`src/rtl/npms_pkg.sv`:
```
package npms_pkg;

    // Store geometry.
    localparam int MAX_POINTS = 4096;
    localparam int ADDR_W     = (MAX_POINTS > 1) ? $clog2(MAX_POINTS) : 1;
    localparam int CNT_W      = $clog2(MAX_POINTS + 1);

    // Field widths.
    localparam int ID_W     = 31;
    localparam int LAT_W    = 25;
    localparam int LON_W    = 26;
    localparam int STATUS_W = 2;
    localparam int ENTRY_W  = ID_W + LAT_W + LON_W;

    // Absolute differences and their sum. The largest possible sum stays below
    // the all-ones value, which therefore serves as the starting best distance.
    localparam int ALAT_W = LAT_W;
    localparam int ALON_W = LON_W;
    localparam int DIST_W = LON_W + 1;

    // Stream widths, padded to whole bytes.
    localparam int S_TDATA_W = ((ENTRY_W + 7) / 8) * 8;
    localparam int M_TDATA_W = ((ID_W + 7) / 8) * 8;

    // Opcodes.
    localparam logic OP_LOAD  = 1'b0;
    localparam logic OP_QUERY = 1'b1;

    // Result status codes.
    localparam logic [STATUS_W-1:0] STATUS_LOAD_OK  = 2'd0;
    localparam logic [STATUS_W-1:0] STATUS_ANSWERED = 2'd1;
    localparam logic [STATUS_W-1:0] STATUS_FULL     = 2'd2;
    localparam logic [STATUS_W-1:0] STATUS_EMPTY    = 2'd3;

    typedef struct packed {
        logic load_wr;
        logic scan_start;
        logic issue;
    } ctrl_cmd_t;

    typedef struct packed {
        logic full;
        logic empty;
        logic last_addr;
        logic busy;
    } dp_stat_t;

    typedef struct packed {
        logic                valid;
        logic [STATUS_W-1:0] status;
    } result_t;

endpackage

```
`src/rtl/npms_ctrl.sv`:
```
module npms_ctrl
    import npms_pkg::*;
(
    input  logic      aclk,
    input  logic      aresetn,
    input  logic      s_tvalid,
    input  logic      opcode,
    input  logic      hold_busy,
    input  dp_stat_t  dp_stat,
    output logic      s_tready,
    output ctrl_cmd_t cmd,
    output result_t   res
);

    localparam logic [1:0] ST_IDLE  = 2'd0;
    localparam logic [1:0] ST_SCAN  = 2'd1;
    localparam logic [1:0] ST_DRAIN = 2'd2;

    logic [1:0] state_reg;
    logic [1:0] state_next;
    logic       accept;

    assign s_tready = (state_reg == ST_IDLE) && !hold_busy;
    assign accept   = s_tvalid && s_tready;

    always_comb begin
        state_next     = state_reg;
        cmd            = '0;
        res            = '0;
        case (state_reg)
            ST_IDLE: begin
                if (accept) begin
                    if (opcode == OP_LOAD) begin
                        res.valid   = 1'b1;
                        res.status  = dp_stat.full ? STATUS_FULL : STATUS_LOAD_OK;
                        cmd.load_wr = !dp_stat.full;
                    end else if (dp_stat.empty) begin
                        res.valid  = 1'b1;
                        res.status = STATUS_EMPTY;
                    end else begin
                        cmd.scan_start = 1'b1;
                        state_next     = ST_SCAN;
                    end
                end
            end
            ST_SCAN: begin
                cmd.issue = 1'b1;
                if (dp_stat.last_addr) begin
                    state_next = ST_DRAIN;
                end
            end
            ST_DRAIN: begin
                if (!dp_stat.busy) begin
                    res.valid  = 1'b1;
                    res.status = STATUS_ANSWERED;
                    state_next = ST_IDLE;
                end
            end
            default: begin
                state_next = ST_IDLE;
            end
        endcase
    end

    always_ff @(posedge aclk) begin
        if (!aresetn) begin
            state_reg <= ST_IDLE;
        end else begin
            state_reg <= state_next;
        end
    end

endmodule

```
`config.mk`:
```
export PLATFORM = sky130hd
export DESIGN_NAME = npms_ctrl
export DESIGN_NICKNAME = d
export VERILOG_FILES = /design/src/rtl/npms_pkg.sv /design/src/rtl/npms_ctrl.sv
export SDC_FILE = /design/constraint.sdc
export NUM_CORES = 1
export LEC_CHECK = 0
export ABC_AREA = 1
export BUFFER_PORTS_ARGS = -buffer_cell sky130_fd_sc_hd__buf_2
export CAP_MARGIN = 20
export CORE_AREA = 2 2 39 41
export CTS_CLUSTER_SIZE = 8
export DETAILED_ROUTE_END_ITERATION = 10
export DIE_AREA = 0 0 41 43
export GPL_TIMING_DRIVEN = 0
export SLEW_MARGIN = 25
export SYNTH_ARGS = -nofsm -noshare
export SYNTH_HDL_FRONTEND = slang
export SYNTH_SLANG_ARGS = --single-unit
```
`constraint.sdc`:
```
create_clock -name aclk -period 1.5 [get_ports aclk]
set_clock_uncertainty 0.1 [all_clocks]
set_input_delay 0.075 -clock aclk [delete_from_list [all_inputs] [get_ports aclk]]
set_output_delay 0.075 -clock aclk [all_outputs]
set_load 0.02 [all_outputs]
```
==> impl_metrics.csv <==
group,metric,value,unit
die,dieHeight,43,um
detailed_routing,post-route-drc-count,0,
critical_path,arrival,1210,ps
global_route,gr-usage-all-layers,0.07214,
sta,slew-limit-headroom,0.8495,
die,initial_core_util,0.1347,
placement,post-dp-hpwl,398.2,um
sta,hold_viol_final,0,
die,die_x,41,um
detailed_routing,postRouteWirelength,503,um
power,powerDensity,740.5,mW/mm2
cts,clkTransAtPathRegs,30,ps
worst_hold_path,hold_path_class,"in -> reg",
cts,clk_latency,230,ps
logic_synthesis,syn-num-nets,38,
critical_path,worst_setup_path_start_kind,"flip-flop",
detailed_routing,avgViaCountPerCell,3.828,
global_route,grt_pass1_wl,800,um
logic_synthesis,yosys_register_bits,2,
power,worst_ir_drop_vdd,0.0001877,V
die,core_region_area,0.001384,mm2
logic_synthesis,synth_seq_area_share,0.2148,
sta,final-setup-viol-count,0,
detailed_routing,drtIter0Drc,9,
cts,htreeDepth,1,
logic_synthesis,avgSynthCellArea,6.429,um2
logic_synthesis,synth_warnings,0,
sta,fin_ws,115.5,ps
sta,tns,0,ps
cts,post_cts_resized,0,
layout,fill_cells,166,
cts,cts_tree,"yes",
layout,areaGrowthSynthToFinish,68.46,%
detailed_routing,ant_nets,0,
layout,fin_util,0.2269,
sta,rsz0062_at_grt,"no",
detailed_routing,vias,245,
die,rows,14,
layout,largest_reg_flops,2,
power,leakage,0.1791,nW
cts,cts_root_buf,"clkbuf_4",
logic_synthesis,ys_types,14,
job,maxCapViolCount,0,
die,die-area,0.001763,mm2
critical_path,crit_fanout,4,
sta,tightestPinTransition,225.4,ps
cts,clock_sink_count,2,
detailed_routing,routedWlPerCell,7.859,um
logic_synthesis,netlist_instances,29,
sta,fmax,722.3,MHz
die,num_io_pins,16,
placement,dpl_worst_slack,288.1,ps
layout,final_cells,64,
sta,min_period,1384,ps
layout,finalNetCount,59,
logic_synthesis,synthesis.area,186.4,um2
global_route,grt_pass1_vias,201,
cts,cts_buffer_depth,2,
cts,cts-buffers-inserted,3,
layout,drive_gt1_frac,0.5208,
detailed_routing,first_pass_iters,4,
critical_path,cp-end-kind,"output pin",
global_route,overflow,0,
sta,finalCritPeriodShare,0.9230,
placement,place_inst,60,
critical_path,required,1320,ps
critical_path,timing_worst_setup_path_type,"reg -> out",
global_route,grt_max_degree,6,
sta,drv_slew,0,
sta,hold_ws,33.32,ps
placement,globalplace.congestion,0.5890,
outcome,status,"completed",
global_route,antenna_found_initial,0,
layout,diodes,0,
placement,port_buffers,15,
through the flow:
stage | total power (W) | instance area, um2
detailed placement | 0.0001079 | 281.5
floorplan | 0.00008439 | 186.4
global placement | 0.0001077 | 281.5
CTS | 0.0002371 | 314.1
finish | 0.0002326 | 314.1
global route | 0.0002498 | 314.1
Yosys cell counts:
master / count / area share
inv_1: 5 / 0.10
dfxtp_1: 2 / 0.21
nor3_4: 1 / 0.087
nand3_1: 1 / 0.027
nor2_2: 1 / 0.034
nor2_1: 6 / 0.12
nor3_2: 1 / 0.054
o21ai_2: 1 / 0.047
inv_2: 1 / 0.020
nand3_2: 1 / 0.054
a31oi_1: 1 / 0.034
nand3b_1: 1 / 0.040
a21oi_2: 1 / 0.047
nand2_1: 6 / 0.12
layout make-up:
type | instances | area [um2] | area share
clock buffers | 3 | 22.52 | 0.07171
inverters | 6 | 22.52 | 0.07171
multi-input cells | 21 | 123.9 | 0.3944
flip-flops and latches | 2 | 40.04 | 0.1275
well taps | 16 | 20.02 | 0.06375
repair buffers | 16 | 85.08 | 0.2709
placed cells by master, fill, tap and decap left out, drive strengths merged, types with 2 or more instances in the layout:
master	n
buf	15
nand2	6
nand3	2
nor2	7
nor3	2
dfxtp	2
inv	6
clkbuf	3
worst max-delay path: stages, from the launching register on:
cell and delay (ps):
dfxtp_1 340, nor3_4 230, nand2_1 130, nor3_2 110, buf_2 180
final timing paths:
kind	startpoint	to	slack, ps	cells after the start
worst min register to register	state_reg[0]	state_reg[0]	530	3
worst max-delay path	state_reg[0]	cmd[2]	120	4
worst min-delay path	dp_stat[1]	state_reg[1]	30	3
worst max register to register	state_reg[0]	state_reg[1]	510	5
metal layers:
layer  GRT usage  up-vias  wire length, um
met5           0        -                0
met4     0.08000        0               13
met3     0.03141        2               81
met2     0.08125       14              236
met1     0.08946      101              172
li1            -      128                -
cells by family (layout without fill, tap and decap cells):
family,after synthesis,after routing,synth area share
buffers and inverters,6,25,0.1208
AOI/OAI and AO/OA,3,3,0.1276
and+or+nand+nor,18,18,0.5369
DFF,2,2,0.2148
power breakdown:
| group | internal, W | switching (W) | total, W |
|---|---|---|---|
| sequential | 0.0000545 | 0.00000121 | 0.0000557 |
| combinational | 0.0000228 | 0.0000311 | 0.0000539 |
| clock | 0.0000885 | 0.0000345 | 0.000123 |
| total | 0.000166 | 0.0000668 | 0.000233 |
what timing repair did:
action                                 4_1_cts  5_1_grt
hold buffers                                 1        0
setup endpoints to repair                    0        3
setup buffers                                0        0
endpoints found under the hold margin        2        0
Note: power is estimated with default switching activity, not from simulation.
