[src/rtl/npms_pkg.sv]
package npms_pkg;

    // Store geometry.
    localparam int MAX_POINTS = 4096;
    localparam int ADDR_W     = (MAX_POINTS > 1) ? $clog2(MAX_POINTS) : 1;
    localparam int CNT_W      = $clog2(MAX_POINTS + 1);

    // Field widths.
    localparam int ID_W     = 31;
    localparam int LAT_W    = 25;
    localparam int LON_W    = 26;
    localparam int STATUS_W = 2;
    localparam int ENTRY_W  = ID_W + LAT_W + LON_W;

    // Absolute differences and their sum. The largest possible sum stays below
    // the all-ones value, which therefore serves as the starting best distance.
    localparam int ALAT_W = LAT_W;
    localparam int ALON_W = LON_W;
    localparam int DIST_W = LON_W + 1;

    // Stream widths, padded to whole bytes.
    localparam int S_TDATA_W = ((ENTRY_W + 7) / 8) * 8;
    localparam int M_TDATA_W = ((ID_W + 7) / 8) * 8;

    // Opcodes.
    localparam logic OP_LOAD  = 1'b0;
    localparam logic OP_QUERY = 1'b1;

    // Result status codes.
    localparam logic [STATUS_W-1:0] STATUS_LOAD_OK  = 2'd0;
    localparam logic [STATUS_W-1:0] STATUS_ANSWERED = 2'd1;
    localparam logic [STATUS_W-1:0] STATUS_FULL     = 2'd2;
    localparam logic [STATUS_W-1:0] STATUS_EMPTY    = 2'd3;

    typedef struct packed {
        logic load_wr;
        logic scan_start;
        logic issue;
    } ctrl_cmd_t;

    typedef struct packed {
        logic full;
        logic empty;
        logic last_addr;
        logic busy;
    } dp_stat_t;

    typedef struct packed {
        logic                valid;
        logic [STATUS_W-1:0] status;
    } result_t;

endpackage

[src/rtl/npms_outbuf.sv]
module npms_outbuf
    import npms_pkg::*;
(
    input  logic                 aclk,
    input  logic                 aresetn,
    input  result_t              res,
    input  logic [ID_W-1:0]      best_id,
    input  logic                 m_tready,
    output logic                 m_tvalid,
    output logic [ID_W-1:0]      closest_id,
    output logic [STATUS_W-1:0]  status,
    output logic                 hold_busy
);

    logic                out_valid_reg;
    logic                out_valid_next;
    logic [ID_W-1:0]     out_id_reg;
    logic [ID_W-1:0]     out_id_next;
    logic [STATUS_W-1:0] out_status_reg;
    logic [STATUS_W-1:0] out_status_next;
    logic                hold_valid_reg;
    logic                hold_valid_next;
    logic [ID_W-1:0]     hold_id_reg;
    logic [ID_W-1:0]     hold_id_next;
    logic [STATUS_W-1:0] hold_status_reg;
    logic [STATUS_W-1:0] hold_status_next;
    logic [ID_W-1:0]     res_id;
    logic                take;

    assign res_id = (res.status == STATUS_ANSWERED) ? best_id : '0;
    assign take   = out_valid_reg && m_tready;

    always_comb begin
        out_valid_next   = out_valid_reg;
        out_id_next      = out_id_reg;
        out_status_next  = out_status_reg;
        hold_valid_next  = hold_valid_reg;
        hold_id_next     = hold_id_reg;
        hold_status_next = hold_status_reg;
        if (take) begin
            out_valid_next = 1'b0;
        end
        if (take && hold_valid_reg) begin
            out_valid_next  = 1'b1;
            out_id_next     = hold_id_reg;
            out_status_next = hold_status_reg;
            hold_valid_next = 1'b0;
        end
        if (res.valid) begin
            if (!out_valid_reg || take) begin
                out_valid_next  = 1'b1;
                out_id_next     = res_id;
                out_status_next = res.status;
            end else begin
                hold_valid_next  = 1'b1;
                hold_id_next     = res_id;
                hold_status_next = res.status;
            end
        end
    end

    always_ff @(posedge aclk) begin
        if (!aresetn) begin
            out_valid_reg  <= 1'b0;
            hold_valid_reg <= 1'b0;
        end else begin
            out_valid_reg  <= out_valid_next;
            hold_valid_reg <= hold_valid_next;
        end
        out_id_reg      <= out_id_next;
        out_status_reg  <= out_status_next;
        hold_id_reg     <= hold_id_next;
        hold_status_reg <= hold_status_next;
    end

    assign m_tvalid   = out_valid_reg;
    assign closest_id = out_id_reg;
    assign status     = out_status_reg;
    assign hold_busy  = hold_valid_reg;

endmodule

[config.mk]
export PLATFORM = sky130hd
export DESIGN_NAME = npms_outbuf
export DESIGN_NICKNAME = d
export VERILOG_FILES = /design/src/rtl/npms_pkg.sv /design/src/rtl/npms_outbuf.sv
export SDC_FILE = /design/constraint.sdc
export NUM_CORES = 1
export LEC_CHECK = 0
export BUFFER_PORTS_ARGS = -buffer_cell sky130_fd_sc_hd__buf_2
export CORE_AREA = 3 3 106 108
export CTS_CLUSTER_DIAMETER = 40
export DETAILED_ROUTE_END_ITERATION = 7
export DIE_AREA = 0 0 109 111
export PLACE_DENSITY = 0.45
export SLEW_MARGIN = 20
export SYNTH_ARGS = -nofsm -noshare
export SYNTH_HDL_FRONTEND = slang
export SYNTH_SLANG_ARGS = --single-unit
[constraint.sdc]
create_clock -name aclk -period 9.2 [get_ports aclk]
set_clock_uncertainty 0.15 [all_clocks]
set_input_delay 2.76 -clock aclk [delete_from_list [all_inputs] [get_ports aclk]]
set_output_delay 2.76 -clock aclk [all_outputs]
set_load 0.03 [all_outputs]
==> flow_metrics.py, run 1 <==
metrics = {
    "global_routing": {
        "grtUsageTotal_pct": 10.3,
        "grt_pass1_vias": 1758,
        "grt_start_max_net_pins": 34,
        "antenna_found_initial": 0,
        "grt_pass1_wl_mm": 9.25,
        "grt_overflow": 0,
    },
    "logic_synthesis": {
        "yosysMostFrequentCell": "mux2_4",
        "ys_ff_latch": 68,
        "yosys-top-cells-count": "mux2_4, dfxtp_1, edfxtp_1",
        "syn_inst": 186,
        "async_reset_ff_share_pct": 0,
        "syn_area_um2": 3010,
        "synth_edf_count": 33,
        "ys_types": 16,
        "ys_top_cells_by_area": "edfxtp_1, mux2_4, dfxtp_1, and2_1, buf_6",
        "yosysTopAreaCell": "edfxtp_1",
        "syn_area_per_cell_um2": 16.2,
        "synth_nets": 223,
        "synth_top_cell_area_share_pct": 32.9,
        "seq_area_frac_synth_pct": 56.2,
        "ys.flop_type": "dfxtp_1",
        "yosysWarningCount": 0,
    },
    "setup_path": {
        "cp.arrival_ps": 4270,
        "required_ps": 9270,
        "startpoint_type": "input port",
        "cp-end-kind": "flop",
        "cp_common_cell": "mux2_4",
        "crit_type": "input port to flop",
        "cp_max_fo": 33,
        "crit_path_cell_trace": "buf_2 -> nand3_4 -> mux2_4 -> mux2_4",
        "slowest_delay_ps": 550,
        "cpMaxStageDelayCell": "nand3_4",
    },
    "place": {
        "pre_cts_slack_ps": 4620,
        "hpwl_mm": 3.72,
        "place.gp.congestion": 0.658,
        "portBuffers": 71,
    },
    "timing": {
        "rsz0062_at_grt": "no",
        "setup_tns_ps": 0,
        "max_slew_margin_pct": 52.5,
        "maxSlewViolCount": 0,
        "final_period_minus_worst_setup_slack_ps": 4200,
        "finalCritPeriodShare_pct": 45.6,
        "worst_pin_slew_ps": 712,
        "hold_viol_final": 0,
        "setup_violations": 0,
        "fin_ws_ps": 5000,
        "fmax_mhz": 238,
        "timing.hold.ws_ps": 420,
    },
    "cts": {
        "holdBufCountCts": 0,
        "cts_tree": "built",
        "cts_setup_buffers": 0,
        "cts-htree-levels": 3,
        "post_cts_resized": 0,
        "cts.clk_slew.worst_paths_ps": 70,
        "clock_latency_ps": 330,
        "cts_buffers": 9,
        "cts_root_buf": "clkbuf_8",
        "cts_sinks": 68,
        "max-clock-path-buffers": 2,
    },
    "floorplanning": {
        "fp-row-count": 37,
        "core_area_um2": 10300,
        "pin_count": 72,
        "dieWidth_um": 109,
        "initial_core_util_pct": 29.1,
        "die_area_um2": 12100,
        "die_y_um": 111,
    },
    "power_and_ir_drop": {
        "p_per_area_nw_per_um2": 181,
        "vdd_ir_drop_max_v": 0.0000634,
        "power.total_mw": 0.664,
        "p_leak_nw": 1.71,
    },
    "cells_and_area": {
        "layout.nets": 300,
        "drive_gt1_share_pct": 59.0,
        "multi_input_area_um2": 1250,
        "final.fill_count": 1053,
        "seq_area_um2": 1690,
        "antenna_cells": 0,
        "area.growth.synth_to_final_pct": 22.1,
        "final_core_util_pct": 35.6,
    },
    "routing": {
        "num_vias": 1653,
        "drt-pass1-iter-count": 4,
        "ant_nets": 0,
        "drt_wl_total_mm": 5.85,
        "first_iter_violations": 75,
        "avgRoutedWirePerCell_um": 14.5,
        "via_per_inst": 4.09,
        "drc": 0,
    },
    "status": {
        "outcome": "finished clean",
    },
    "flow_run": {
        "max_cap_violations": 0,
    },
    "hold_path": {
        "hold_class": "flop to flop",
    },
}
metrics by stage:
step | area, um2 | cells
global route | 3670 | 404
CTS | 3670 | 404
detailed placement | 3500 | 388
global placement | 3500 | 388
finish | 3670 | 404
floorplan | 3010 | 186
layer usage:
| metal | up-vias | wire length, um | share of wire, % | global-route usage (%) |
|---|---|---|---|---|
| met2 | 46 | 2900 | 50 | 17.0 |
| li1 | 815 | - | - | - |
| met4 | 0 | 86 | 1.5 | 3.54 |
| met3 | 7 | 311 | 5.3 | 4.25 |
| met1 | 785 | 2540 | 44 | 11.7 |
| met5 | - | 0 | 0 | 0 |
cell families (layout without fill, tap and decap cells):
group,after synthesis,after routing,share of synthesized area [%]
mux,66,66,32.2
buf+inv,11,93,2.87
simple gates,37,37,7.86
flops,68,68,56.2
compound gates,4,4,0.873
worst paths after layout:
check | slack (ps) | cells after the start | startpoint | end
setup / recovery | 5000 | 4 | m_tready | closest_id[24]
hold / removal | 420 | 2 | hold_busy | hold_busy
setup reg to reg | 7180 | 3 | m_tvalid | closest_id[24]
hold reg to reg | 420 | 2 | hold_busy | hold_busy
layout make-up:
type	count	area share [%]
flip-flops and latches	68	46.0
multi-input cells	107	33.9
repair buffers	75	10.5
well taps	136	4.63
clock buffers	14	4.43
clock inverters	2	0.272
inverters	2	0.204
cells in the final DEF (no fill, tap or decap):
master,count
clkbuf_1,3
nor3b_2,1
mux2_2,6
nand2_1,2
dfxtp_1,35
and2_1,31
o21a_1,1
clkinv_2,2
nand3_4,1
o21ai_4,1
clkbuf_8,11
buf_2,71
inv_1,2
buf_4,4
nor2b_2,1
nor2_1,1
edfxtp_1,33
a21oi_1,2
mux2_4,60
worst max-delay path, delay by kind of cell:
family,cells,cell delay [ps]
buf+inv,1,170
simple gates,1,550
mux,2,760
power breakdown:
group | switching [mW] | internal, mW
Sequential | 0.00785 | 0.333
Combinational | 0.0532 | 0.0519
Clock | 0.107 | 0.112
No activity file was read; power rests on OpenSTA's default activity.
==> run 2, diff against run 1 <==
--- a/config.mk
+++ b/config.mk
@@ -10,7 +10,7 @@
 export CTS_CLUSTER_DIAMETER = 40
 export DETAILED_ROUTE_END_ITERATION = 7
 export DIE_AREA = 0 0 109 111
-export PLACE_DENSITY = 0.45
+export PLACE_DENSITY = 0.47
 export SLEW_MARGIN = 20
 export SYNTH_ARGS = -nofsm -noshare
 export SYNTH_HDL_FRONTEND = slang
==> constraint.sdc (replaced) <==
create_clock -name aclk -period 3.57 [get_ports aclk]
set_clock_uncertainty 0.15 [all_clocks]
set_input_delay 1.071 -clock aclk [delete_from_list [all_inputs] [get_ports aclk]]
set_output_delay 1.071 -clock aclk [all_outputs]
set_load 0.03 [all_outputs]
==> flow_metrics.py, run 2 (same netlist as run 1, synthesis figures left out) <==
metrics = {
    "timing": {
        "fmax_mhz": 394,
        "hold_viol_final": 0,
        "worst_pin_slew_ps": 715,
        "maxSlewViolCount": 0,
        "setup_violations": 0,
        "rsz0062_at_grt": "no",
        "finalCritPeriodShare_pct": 71.1,
        "timing.hold.ws_ps": 419,
        "final_period_minus_worst_setup_slack_ps": 2540,
        "max_slew_margin_pct": 52.3,
        "setup_tns_ps": 0,
    },
    "place": {
        "place.gp.congestion": 0.701,
        "dpl.cell_count": 387,
        "hpwl_mm": 3.68,
        "portBuffers": 71,
    },
    "floorplanning": {
        "dieWidth_um": 109,
        "initial_core_util_pct": 29.1,
        "core_area_um2": 10300,
        "pin_count": 72,
        "die_y_um": 111,
        "fp-row-count": 37,
        "die_area_um2": 12100,
    },
    "hold_path": {
        "hold_class": "flop to flop",
    },
    "routing": {
        "avgRoutedWirePerCell_um": 14.5,
        "via_per_inst": 4.12,
        "first_iter_violations": 33,
        "drc": 0,
        "drt-pass1-iter-count": 2,
        "ant_nets": 0,
        "drt_wl_total_mm": 5.85,
        "num_vias": 1660,
    },
    "setup_path": {
        "cpMaxStageDelayCell": "nand3_4",
        "startpoint_type": "input port",
        "cp_common_cell": "mux2_4",
        "path_delay_family": "multiplexers",
        "cp.arrival_ps": 2610,
        "slowest_delay_ps": 550,
        "crit_path_cell_trace": "buf_2 -> nand3_4 -> mux2_4 -> mux2_4",
        "cp_max_fo": 33,
        "required_ps": 3640,
        "crit_type": "input port to flop",
        "critPathBufInv": 1,
        "cp-end-kind": "flop",
    },
    "power_and_ir_drop": {
        "vdd_ir_drop_max_v": 0.000163,
        "p_per_area_nw_per_um2": 466,
        "p_leak_nw": 1.72,
    },
    "cts": {
        "cts_tree": "built",
        "post_cts_resized": 0,
        "holdBufCountCts": 0,
        "cts_setup_buffers": 0,
        "cts.clk_slew.worst_paths_ps": 70,
        "cts_root_buf": "clkbuf_8",
        "cts_buffers": 9,
        "max-clock-path-buffers": 2,
        "cts_sinks": 68,
        "cts-htree-levels": 3,
        "clock_latency_ps": 340,
    },
    "global_routing": {
        "grtUsageTotal_pct": 10.4,
        "grt_overflow": 0,
        "grt_pass1_wl_mm": 9.28,
        "grt_pass1_vias": 1794,
        "antenna_found_initial": 0,
        "grt_start_max_net_pins": 34,
    },
    "cells_and_area": {
        "final_cell_mix": "buf_2, mux2_4, dfxtp_1",
        "layout.nets": 299,
        "finalNonFillerCells": 403,
        "area.growth.synth_to_final_pct": 22.5,
        "final_common_cell": "buf_2",
        "antenna_cells": 0,
        "drive_gt1_share_pct": 58.8,
    },
    "status": {
        "outcome": "finished clean",
    },
    "flow_run": {
        "max_cap_violations": 0,
    },
}
## run 2: changes by cell type in the layout (fill, tap and decap cells not counted), sizes merged
cell / delta
buf: -1
## run 2: power breakdown
part           total (mW)  internal (mW)  switching (mW)  leakage, nW
sequential          0.878          0.858          0.0202        0.607
combinational       0.274          0.135           0.138         1.02
clock               0.567          0.289           0.278       0.0905
## run 2: metrics by stage
stage	utilization (%)	total power, mW	area, um2	worst slack (ps)
floorplan	-	1.09	3010	598
global placement	34.0	1.17	3510	669
detailed placement	34.0	1.17	3510	660
CTS	35.7	1.75	3680	1030
global route	35.7	1.81	3680	963
finish	35.7	1.72	3680	1030
## run 2: metal layers
metal	global-route usage [%]	part of all wire [%]	vias to the layer above
met5	0	0	-
met4	3.79	1.6	0
met3	4.54	5.8	10
met2	16.1	48	45
met1	12.6	45	794
li1	-	-	811
## run 2: worst paths after layout
path             start             end  slack [ps]  cells after the start
min          hold_busy       hold_busy         420                      2
max           m_tready  closest_id[14]        1030                      4
min reg2reg  hold_busy       hold_busy         420                      2
max reg2reg   m_tvalid  closest_id[14]        1530                      3
## run 2: layout make-up
class	instances	area (um2)
clock buffers	14	163
fillers	1048	6640
multi-input cells	107	1250
well taps	136	170
inverters	2	7.51
repair buffers	74	390
flip-flops and latches	68	1690
clock inverters	2	10.0
## run 2: worst min-delay path: stages, from the launching register on
cell and delay (ps):
dfxtp_1 350, a21oi_1 130, nor2_1 50
